`src/rtl/bop_pkg.sv`:
```
// Shared constants, types and arithmetic helpers of the binomial option pricer.
package bop_pkg;

    localparam int MAX_STEPS  = 512;
    localparam int IDX_W      = $clog2(MAX_STEPS + 1);
    localparam int IND_LAT    = 3;
    localparam int CNT_W      = $clog2(MAX_STEPS + IND_LAT + 1);
    localparam int DATA_W     = 32;
    localparam int FRAC_W     = 30;
    localparam int PROB_W     = 31;
    localparam int STEP_W     = 10;
    localparam int CFG_ADDR_W = 3;

    localparam logic [CFG_ADDR_W-1:0] REG_UP_FACTOR   = CFG_ADDR_W'(0);
    localparam logic [CFG_ADDR_W-1:0] REG_DOWN_FACTOR = CFG_ADDR_W'(1);
    localparam logic [CFG_ADDR_W-1:0] REG_UP_PROB     = CFG_ADDR_W'(2);
    localparam logic [CFG_ADDR_W-1:0] REG_STEP_DISC   = CFG_ADDR_W'(3);
    localparam logic [CFG_ADDR_W-1:0] REG_STEP_COUNT  = CFG_ADDR_W'(4);

    localparam logic [DATA_W-1:0] Q30_ONE  = 32'h4000_0000;
    localparam logic [DATA_W-1:0] Q30_HALF = 32'h2000_0000;

    // Broadcast control for the row of node cells.
    typedef struct packed {
        logic              shift;
        logic              ins_en;
        logic [IDX_W-1:0]  ins_addr;
        logic [DATA_W-1:0] ins_data;
    } t_cell_ctrl;

    // Q2.30 product back to 32 bits: drop fraction, clamp at all ones.
    function automatic logic [DATA_W-1:0] sat_q30(input logic [2*DATA_W-1:0] prod);
        logic [DATA_W-1:0] res;
        if (|prod[2*DATA_W-1:DATA_W+FRAC_W]) begin
            res = '1;
        end else begin
            res = prod[DATA_W+FRAC_W-1:FRAC_W];
        end
        return res;
    endfunction

endpackage

```
`src/rtl/bop_cell.sv`:
```
// One node cell of the value row: holds a node value, shifts toward cell 0, takes inserts.
module bop_cell (
    input  logic                        i_clk,
    input  bop_pkg::t_cell_ctrl         i_ctrl,
    input  logic [bop_pkg::IDX_W-1:0]   i_index,
    input  logic [bop_pkg::DATA_W-1:0]  i_next_value,
    output logic [bop_pkg::DATA_W-1:0]  o_value
);
    import bop_pkg::*;

    logic [DATA_W-1:0] r_value;

    // Insert wins over shift at the addressed cell.
    always_ff @(posedge i_clk) begin
        if (i_ctrl.ins_en && (i_ctrl.ins_addr == i_index)) begin
            r_value <= i_ctrl.ins_data;
        end else if (i_ctrl.shift) begin
            r_value <= i_next_value;
        end
    end

    assign o_value = r_value;

endmodule

```
`config.mk`:
```
export PLATFORM = sky130hd
export DESIGN_NAME = bop_cell
export DESIGN_NICKNAME = d
export VERILOG_FILES = /design/src/rtl/bop_pkg.sv /design/src/rtl/bop_cell.sv
export SDC_FILE = /design/constraint.sdc
export NUM_CORES = 1
export LEC_CHECK = 0
export BUFFER_PORTS_ARGS = -buffer_cell sky130_fd_sc_hd__buf_2
export CORE_MARGIN = 1
export CORE_UTILIZATION = 43
export CTS_BUF_LIST = sky130_fd_sc_hd__clkbuf_8
export DETAILED_ROUTE_END_ITERATION = 8
export PLACE_DENSITY = 0.84
export SYNTH_ARGS = -nofsm -noshare
export SYNTH_HDL_FRONTEND = slang
export SYNTH_SLANG_ARGS = --single-unit
```
`constraint.sdc`:
```
create_clock -name i_clk -period 6.4 [get_ports i_clk]
set_input_delay 1.28 -clock i_clk [delete_from_list [all_inputs] [get_ports i_clk]]
set_output_delay 1.28 -clock i_clk [all_outputs]
set_load 0.02 [all_outputs]
```
==> metrics.csv <==
stage,metric,value,unit
placement,Port Buffers,118,
clocking,postcts setup bufs,0,
clocking,clock sink total,32,
pwr,sequential power share,0.538,
finish,Filler Cell Count,247,
finish,multi-input combinational cell area,488,um2
synthesis,sequential-to-total area share from yosys stat,0.648,
clocking,cts bufs inserted,5,
critical_path,Crit path arrival time,3280,ps
sta,Worst Tran Pin Value,712,ps
sta,"Hold Violations, Final",0,
synthesis,"FF+latch count, synth",32,
sta,final setup fails,0,
grt,Total GRT Usage,0.172,
synthesis,cells after synthesis,82,
pwr,Comb pwr share,0.177,
critical_path,critical path required time,6290,ps
pwr,Clock power frac,0.285,
clocking,maximum clock path buffer count,2,
pwr,Switch Pwr,0.000108,W
clocking,CTS tree,yes,
placement,GPL Wtd Cong,0.670,
floorplanning,Total Die Area,3690,um2
pwr,Int Pwr,0.000362,W
floorplanning,io pins,119,
grt,vias in the first global route,1108,
synthesis,async set-reset flop share out of synthesis,0,
sta,minimum clock period,3390,ps
finish,register area,961,um2
synthesis,top cell type's share of synthesized area,0.648,
pwr,total leakage power,0.982,nW
sta,final setup margin,3010,ps
grt,initial antenna violation count,0,
synthesis,Mapped Area,1480,um2
synthesis,most frequent cells after synthesis,"edfxtp_1 (32), mux2_2 (30), xnor2_1 (10)",
synthesis,Avg Inst Size Synth,18.1,um2
sta,Slew Limit Fails,0,
finish,Layout area overhead,47.0,%
sta,Setup Total Neg Slack,0,ps
critical_path,Worst Setup SP,i_index[5],
routing,Initial DRT Pass Iterations,3,
critical_path,worst-path maximum fanout,32,
synthesis,Synth Warn #,0,
floorplanning,Die X,60.7,um
routing,# DRC,0,
critical_path,CP Launch Type,primary input,
placement,Setup WS pre-CTS,2660,ps
sta,fmax,0.295,GHz
floorplanning,die height,60.7,um
critical_path,CP Class,primary input to flop,
routing,final wirelength,3.07,mm
grt,grt total ovfl,0,
synthesis,Synth area leaders,"edfxtp_1 (65%), mux2_2 (23%), xnor2_1 (5.9%)",
grt,first-pass GRT wire length,4.51,mm
clocking,clock root buffer,clkbuf_8,
clocking,post-cts resize count,0,
synthesis,top-count cell post-synth,edfxtp_1,
finish,Largest register FFs,32,
routing,remaining antenna violation count,0,
worst_hold_path,hold path start,i_next_value[28],
routing,vias per cell,4.57,
routing,Vias,1139,
critical_path,CP endpoint kind,flop,
finish,layout cell share with drive strength beyond 1,0.766,
worst_hold_path,Hold WC Path Type,primary input to flop,
floorplanning,Rows,20,
clocking,H-tree lvl count,2,
pwr,VDD IR max,0.116,mV
clocking,clock-pin slew on the worst setup and hold paths,60,ps
synthesis,largest area contributor in the netlist,edfxtp_1,
synthesis,Post-synth EDFFs,32,
synthesis,library cells used by synthesis,9,
synthesis,ys flop type,edfxtp_1,
floorplanning,Initial Util,0.470,
pwr,power per cell area,216,nW/um2
placement,Detail Placement HPWL,2.53,mm
sta,RSZ-0062 raised after global routing,no,
floorplanning,Core ar.,3150,um2
pwr,Sw Share,0.230,
grt,pin count of the biggest net entering global routing,33,
synthesis,Syn Nets,169,
routing,Iteration-0 DRC Markers,57,
sta,fin crit share,0.530,
finish,ANT cells,0,
sta,Slew HR,0.525,
run,Max-cap violations,0,
finish,fin nets,292,
routing,WL per Instance,12.3,um
status,outcome,"complete, no violations",
clocking,CTS Hold Bufs,0,
-- placed cells by master, fill, tap and decap left out, drive strengths merged --
cell type,instances
xnor2,10
edfxtp,32
nor3,1
or2,1
inv,1
nand3,1
buf,119
nand4,2
clkinv,1
clkbuf,5
mux2,32
-- critical path, stage by stage --
cell	delay [ps]
buf_2	100
xnor2_1	140
nand4_1	160
nor3_4	580
buf_4	370
or2_2	630
-- cells by family (layout without fill, tap and decap cells) --
kind of cell | Yosys count | in the layout | synth area share
AND/OR/NAND/NOR | 5 | 5 | 0.0270
buffers and inverters | 3 | 126 | 0.0228
XOR/XNOR | 10 | 10 | 0.0591
multiplexers | 32 | 32 | 0.243
flip-flops | 32 | 32 | 0.648
-- power groups by stage --
| stage | combinational, W | clock [W] | sequential (W) |
|---|---|---|---|
| after floorplan | 0.0000188 | 0 | 0.000280 |
| after global placement | 0.0000824 | 0 | 0.000257 |
| after detailed placement | 0.0000848 | 0 | 0.000258 |
| after CTS | 0.0000850 | 0.000140 | 0.000253 |
| after global routing | 0.0000910 | 0.000147 | 0.000255 |
| final | 0.0000835 | 0.000134 | 0.000253 |
-- stage by stage --
step	area (um2)	instances	total power, W	hold WS, ps	util
6_report	2180	249	0.000471	1310	0.691
5_1_grt	2180	249	0.000492	1300	0.691
4_1_cts	2180	249	0.000479	1300	0.691
3_5_place_dp	2100	242	0.000342	1570	0.667
3_3_place_gp	2100	242	0.000339	1580	0.667
2_1_floorplan	1480	82	0.000299	1480	-
-- final timing paths --
check	end	slack, ps	cells after the start
setup / recovery	o_value[16]	3010	6
hold / removal	o_value[28]	1310	2
-- layout make-up --
cell class | instances | area share
tap | 44 | 0.0253
sequential | 32 | 0.441
clock buffer | 5 | 0.0316
clock inverter | 2 | 0.00402
multi-input combinational | 47 | 0.224
timing repair buffer | 119 | 0.274
-- routing by layer --
metal,up-vias,global-route usage,part of all wire,routed length (um)
met5,-,0,0,0
met4,0,0.0682,0.011,34
met3,2,0.0640,0.12,369
met2,79,0.325,0.54,1670
met1,501,0.168,0.32,994
li1,557,-,-,-
No activity file was read; power rests on OpenSTA's default activity.
