--- src/rtl/bop_pkg.sv ---
// Shared constants, types and arithmetic helpers of the binomial option pricer.
package bop_pkg;

    localparam int MAX_STEPS  = 512;
    localparam int IDX_W      = $clog2(MAX_STEPS + 1);
    localparam int IND_LAT    = 3;
    localparam int CNT_W      = $clog2(MAX_STEPS + IND_LAT + 1);
    localparam int DATA_W     = 32;
    localparam int FRAC_W     = 30;
    localparam int PROB_W     = 31;
    localparam int STEP_W     = 10;
    localparam int CFG_ADDR_W = 3;

    localparam logic [CFG_ADDR_W-1:0] REG_UP_FACTOR   = CFG_ADDR_W'(0);
    localparam logic [CFG_ADDR_W-1:0] REG_DOWN_FACTOR = CFG_ADDR_W'(1);
    localparam logic [CFG_ADDR_W-1:0] REG_UP_PROB     = CFG_ADDR_W'(2);
    localparam logic [CFG_ADDR_W-1:0] REG_STEP_DISC   = CFG_ADDR_W'(3);
    localparam logic [CFG_ADDR_W-1:0] REG_STEP_COUNT  = CFG_ADDR_W'(4);

    localparam logic [DATA_W-1:0] Q30_ONE  = 32'h4000_0000;
    localparam logic [DATA_W-1:0] Q30_HALF = 32'h2000_0000;

    // Broadcast control for the row of node cells.
    typedef struct packed {
        logic              shift;
        logic              ins_en;
        logic [IDX_W-1:0]  ins_addr;
        logic [DATA_W-1:0] ins_data;
    } t_cell_ctrl;

    // Q2.30 product back to 32 bits: drop fraction, clamp at all ones.
    function automatic logic [DATA_W-1:0] sat_q30(input logic [2*DATA_W-1:0] prod);
        logic [DATA_W-1:0] res;
        if (|prod[2*DATA_W-1:DATA_W+FRAC_W]) begin
            res = '1;
        end else begin
            res = prod[DATA_W+FRAC_W-1:FRAC_W];
        end
        return res;
    endfunction

endpackage

--- src/rtl/bop_leaf.sv ---
// Leaf generator: walks spot*u^j*d^(n-j) on one shared Q2.30 multiplier and emits payoffs.
module bop_leaf (
    input  logic                        i_clk,
    input  logic                        i_rst_n,
    input  logic                        i_start,
    input  logic [bop_pkg::DATA_W-1:0]  i_spot,
    input  logic [bop_pkg::DATA_W-1:0]  i_strike,
    input  logic                        i_is_call,
    input  logic [bop_pkg::IDX_W-1:0]   i_steps,
    input  logic [bop_pkg::DATA_W-1:0]  i_up,
    input  logic [bop_pkg::DATA_W-1:0]  i_down,
    output logic                        o_emit,
    output logic [bop_pkg::DATA_W-1:0]  o_payoff,
    output logic                        o_done
);
    import bop_pkg::*;

    logic              r_busy;
    logic              r_have;
    logic [IDX_W-1:0]  r_rem;
    logic [CNT_W-1:0]  r_j;
    logic              r_call;
    logic [DATA_W-1:0] r_up;
    logic [DATA_W-1:0] r_s;
    logic [DATA_W-1:0] r_strike;

    logic                step_idle;
    logic                more;
    logic                load_step;
    logic [DATA_W-1:0]   mul_a;
    logic [DATA_W-1:0]   mul_f;
    logic [2*DATA_W-1:0] mul_p;
    logic [DATA_W-1:0]   mul_q;

    assign step_idle = r_busy && (r_rem == '0);
    assign more      = (r_j <= CNT_W'(i_steps));
    assign load_step = step_idle && more;
    assign o_emit    = step_idle && r_have;
    assign o_done    = step_idle && !more;

    // Load cycles advance the up prefix; other cycles apply one down move.
    assign mul_a = load_step ? r_up : r_s;
    assign mul_f = load_step ? i_up : i_down;
    assign mul_p = (2*DATA_W)'(mul_a) * (2*DATA_W)'(mul_f);
    assign mul_q = sat_q30(mul_p);

    always_comb begin
        if (r_call) begin
            o_payoff = (r_s > r_strike) ? (r_s - r_strike) : '0;
        end else begin
            o_payoff = (r_strike > r_s) ? (r_strike - r_s) : '0;
        end
    end

    always_ff @(posedge i_clk) begin
        if (!i_rst_n) begin
            r_busy <= 1'b0;
            r_have <= 1'b0;
            r_rem  <= '0;
            r_j    <= '0;
        end else if (i_start) begin
            r_busy <= 1'b1;
            r_have <= 1'b0;
            r_rem  <= '0;
            r_j    <= '0;
        end else if (r_busy) begin
            if (r_rem != '0) begin
                r_rem <= r_rem - IDX_W'(1);
            end else if (more) begin
                r_rem  <= i_steps - r_j[IDX_W-1:0];
                r_j    <= r_j + CNT_W'(1);
                r_have <= 1'b1;
            end else begin
                r_busy <= 1'b0;
            end
        end
    end

    always_ff @(posedge i_clk) begin
        if (i_start) begin
            r_up     <= i_spot;
            r_strike <= i_strike;
            r_call   <= i_is_call;
        end else if (r_busy) begin
            if (r_rem != '0) begin
                r_s <= mul_q;
            end else if (more) begin
                r_s  <= r_up;
                r_up <= mul_q;
            end
        end
    end

endmodule

--- config.mk ---
export PLATFORM = sky130hd
export DESIGN_NAME = bop_leaf
export DESIGN_NICKNAME = d
export VERILOG_FILES = /design/src/rtl/bop_pkg.sv /design/src/rtl/bop_leaf.sv
export SDC_FILE = /design/constraint.sdc
export NUM_CORES = 2
export LEC_CHECK = 0
export BUFFER_PORTS_ARGS = -buffer_cell sky130_fd_sc_hd__buf_2
export CORE_ASPECT_RATIO = 1.2
export CORE_UTILIZATION = 30
export CTS_CLUSTER_DIAMETER = 40
export DETAILED_ROUTE_END_ITERATION = 8
export GPL_TIMING_DRIVEN = 0
export PLACE_DENSITY = 0.45
export SETUP_SLACK_MARGIN = 0.02
export SLEW_MARGIN = 40
export SYNTH_ARGS = -nofsm -noshare
export SYNTH_HDL_FRONTEND = slang
export SYNTH_SLANG_ARGS = --single-unit
--- constraint.sdc ---
create_clock -name i_clk -period 24.5 [get_ports i_clk]
set_input_delay 3.675 -clock i_clk [delete_from_list [all_inputs] [get_ports i_clk]]
set_output_delay 3.675 -clock i_clk [all_outputs]
set_load 0.05 [all_outputs]
==> run summary <==
Status: finished clean
CTS max path bufs: 2
CTS Hold Buffers Added: 0
Initial antenna violation count: 8
Post-CTS Resized: 0
Syn_area_per_cell: 8.55 um^2
Count of cell types in the netlist: 77
Core Region: 0.139 mm^2
RR Startpoint: r_j[0]
Synth top area cells: fa_1 (43%), ha_1 (10%), inv_1 (8.7%)
Max-slew violations: 0
Die height: 412 um
Detailed Route Iter0 Violations: 2888
Clk_lat worst skew: 0.47 ns
Global route total overflow: 0
Final RePlAce weighted congestion: 0.976
Min Clock Period, post-route: 15.81 ns
Share of layout cells above drive strength 1: 8.47%
Setup Fix Bufs, Post-CTS: 0
Clk root buf: clkbuf_16
TritonCTS Buffers: 17
I/O pin count: 176
Min-delay src: r_have
Skew final: 0.0200 ns
Cells after Synth: 4919
PortBufs: 175
Syn nets: 6296
Global-route wire length before repair: 272 mm
DR vias: 36598
Nets: 6521
Max_cap viols: 0
Post-DRT Antenna Nets: 0
Required time worst endpoint: 24.74 ns
Drt drc: 0
Yosys warns: 0
Vias per cell: 5.24
Worst Path Max Fanout: 10
PnR worst setup slack: 8.69 ns
Crit path DAT: 16.05 ns
Clock transition at path regs: 0.06 ns
Setup TNS Final: 0 ns
CTS sink cnt: 119
Synthesized area: 0.0421 mm^2
Vias in the first global route: 38313
Largest net degree at the start of global routing: 33
Slowest stage delay, CP: 0.70 ns
CTS tree: yes
Number of synthesized flops with an enable pin: 97
Post-synth top area share: 42.7%
Initial core utilization: 30.2%
Tightest Pin Transition: 1.00 ns
Avg WL per Cell: 27.2 um
Site Rows: 150
Flops & latches, synth: 119
Hold WC Path Type: flop to flop
Area Growth Syn to Fin: 11.4%
Hpwl dp: 162 mm
Drt pass-1 iters: 6
CP endpoint kind: flop
Register area share after synthesis: 7.97%
Slowest CP cell: clkbuf_1
Post-Route WL: 190 mm
Crit path launch type: input pin
GRT Util Overall: 27.1%
FFs w/ async S/R, synth: 0%
Final setup violating endpoints: 0
Pre-CTS setup slack: 8.08 ns
Die area: 0.142 mm^2
Die Wd: 344 um
H-tree lvl count: 4
Unrepaired setup endpoints after global routing: false
Most numerous cell on the critical path: fa_1
Achievable Freq: 63.3 MHz
Final Hold Fails: 0
Crit path from: i_steps[0]
Critical path class: input pin to flop
Primary FF master, synth: edfxtp_1
Fin crit share: 64.5%
Top cell type by total area after synthesis: fa_1
Slew margin rel.: 33.3%
final timing paths:
path / end / slack, ns / depth (start not counted)
worst min-delay path: r_have / 0.47 / 2
worst max-delay path: r_s[8] / 8.69 / 40
worst min register to register: r_have / 0.47 / 2
worst max register to register: r_s[8] / 11.62 / 38
flip-flops by register name, summed over array words and instances (netlist names):
register / count
r_j: 10
r_up: 32
r_busy: 1
r_call: 1
r_rem: 10
r_s: 32
r_strike: 32
r_have: 1
layer usage:
layer	up-vias	global-route usage, %	part of all wire, %
met5	-	0	0.0042
met4	2	12.5	5.3
met3	295	3.66	6.8
met2	1530	45.5	48
met1	19026	34.4	40
li1	15745	-	-
metrics by stage:
stage	util [%]	instances	hold slack [ns]	cell area, um^2
detailed placement	33.2	6947	0.460	46200
global placement	32.5	6918	0.452	45200
finish	33.6	6985	0.469	46900
floorplan	-	4919	0.440	42100
CTS	33.6	6979	0.474	46800
global route	33.6	6982	0.490	46800
placed cells by master, fill, tap and decap left out, types with 97 or more instances in the layout:
master / synthesis / routed
nor2_1: 766 / 765
a21o_1: 128 / 128
nand2_1: 591 / 591
fa_1: 898 / 898
edfxtp_1: 97 / 97
ha_1: 337 / 337
a21oi_1: 206 / 183
buf_2: 16 / 200
inv_1: 972 / 972
clkbuf_1: 212 / 146
Yosys cell counts, types with 9 or more instances:
library cell,instances
edfxtp_1,97
o31a_1,9
nand3_1,28
buf_2,16
mux2i_1,36
xor2_1,23
a211oi_1,13
a221oi_1,24
and3_1,13
clkbuf_1,212
ha_1,337
o22a_1,9
a21o_1,128
o21a_1,13
nor4_1,11
and2_1,11
nor3_1,21
a211o_1,9
o211ai_1,11
inv_1,972
o21ai_0,77
xnor2_1,32
o21bai_1,31
dfxtp_1,22
buf_1,18
o22ai_1,15
mux2_2,32
nand2_1,591
nor2_1,766
nand4_1,37
or3_1,10
a22oi_1,10
a31oi_1,69
a21oi_1,206
fa_1,898
cell type report:
class / count / area, um^2
antenna: 4 / 10.0
fill: 14950 / 92400
inverter: 973 / 3650
sequential: 119 / 3350
clock inverter: 13 / 144
timing repair buffer: 206 / 1360
multi-input combinational: 3575 / 34500
clock buffer: 19 / 443
tap: 1824 / 2280
buffer: 252 / 1090
logic make-up after synthesis:
| kind of cell | count (synthesis) | share of synthesized area (%) |
|---|---|---|
| flip-flops | 119 | 7.97 |
| XOR/XNOR | 55 | 1.14 |
| adder cells (fa/ha/maj) | 1235 | 52.8 |
| AO/OA/AOI/OAI | 685 | 10.7 |
| buffers and inverters | 1225 | 11.1 |
| multiplexers | 68 | 1.71 |
| AND/OR/NAND/NOR | 1532 | 14.7 |
critical path: cells and delay by family:
family | cells | cell delay [ns]
AO/OA/AOI/OAI | 11 | 3.70
AND/OR/NAND/NOR | 4 | 1.18
adder cells (fa/ha/maj) | 11 | 4.74
buffers and inverters | 14 | 2.64
Power is not shown: default switching activity piles up to over one toggle a cycle in this logic, so the estimate is an artifact.
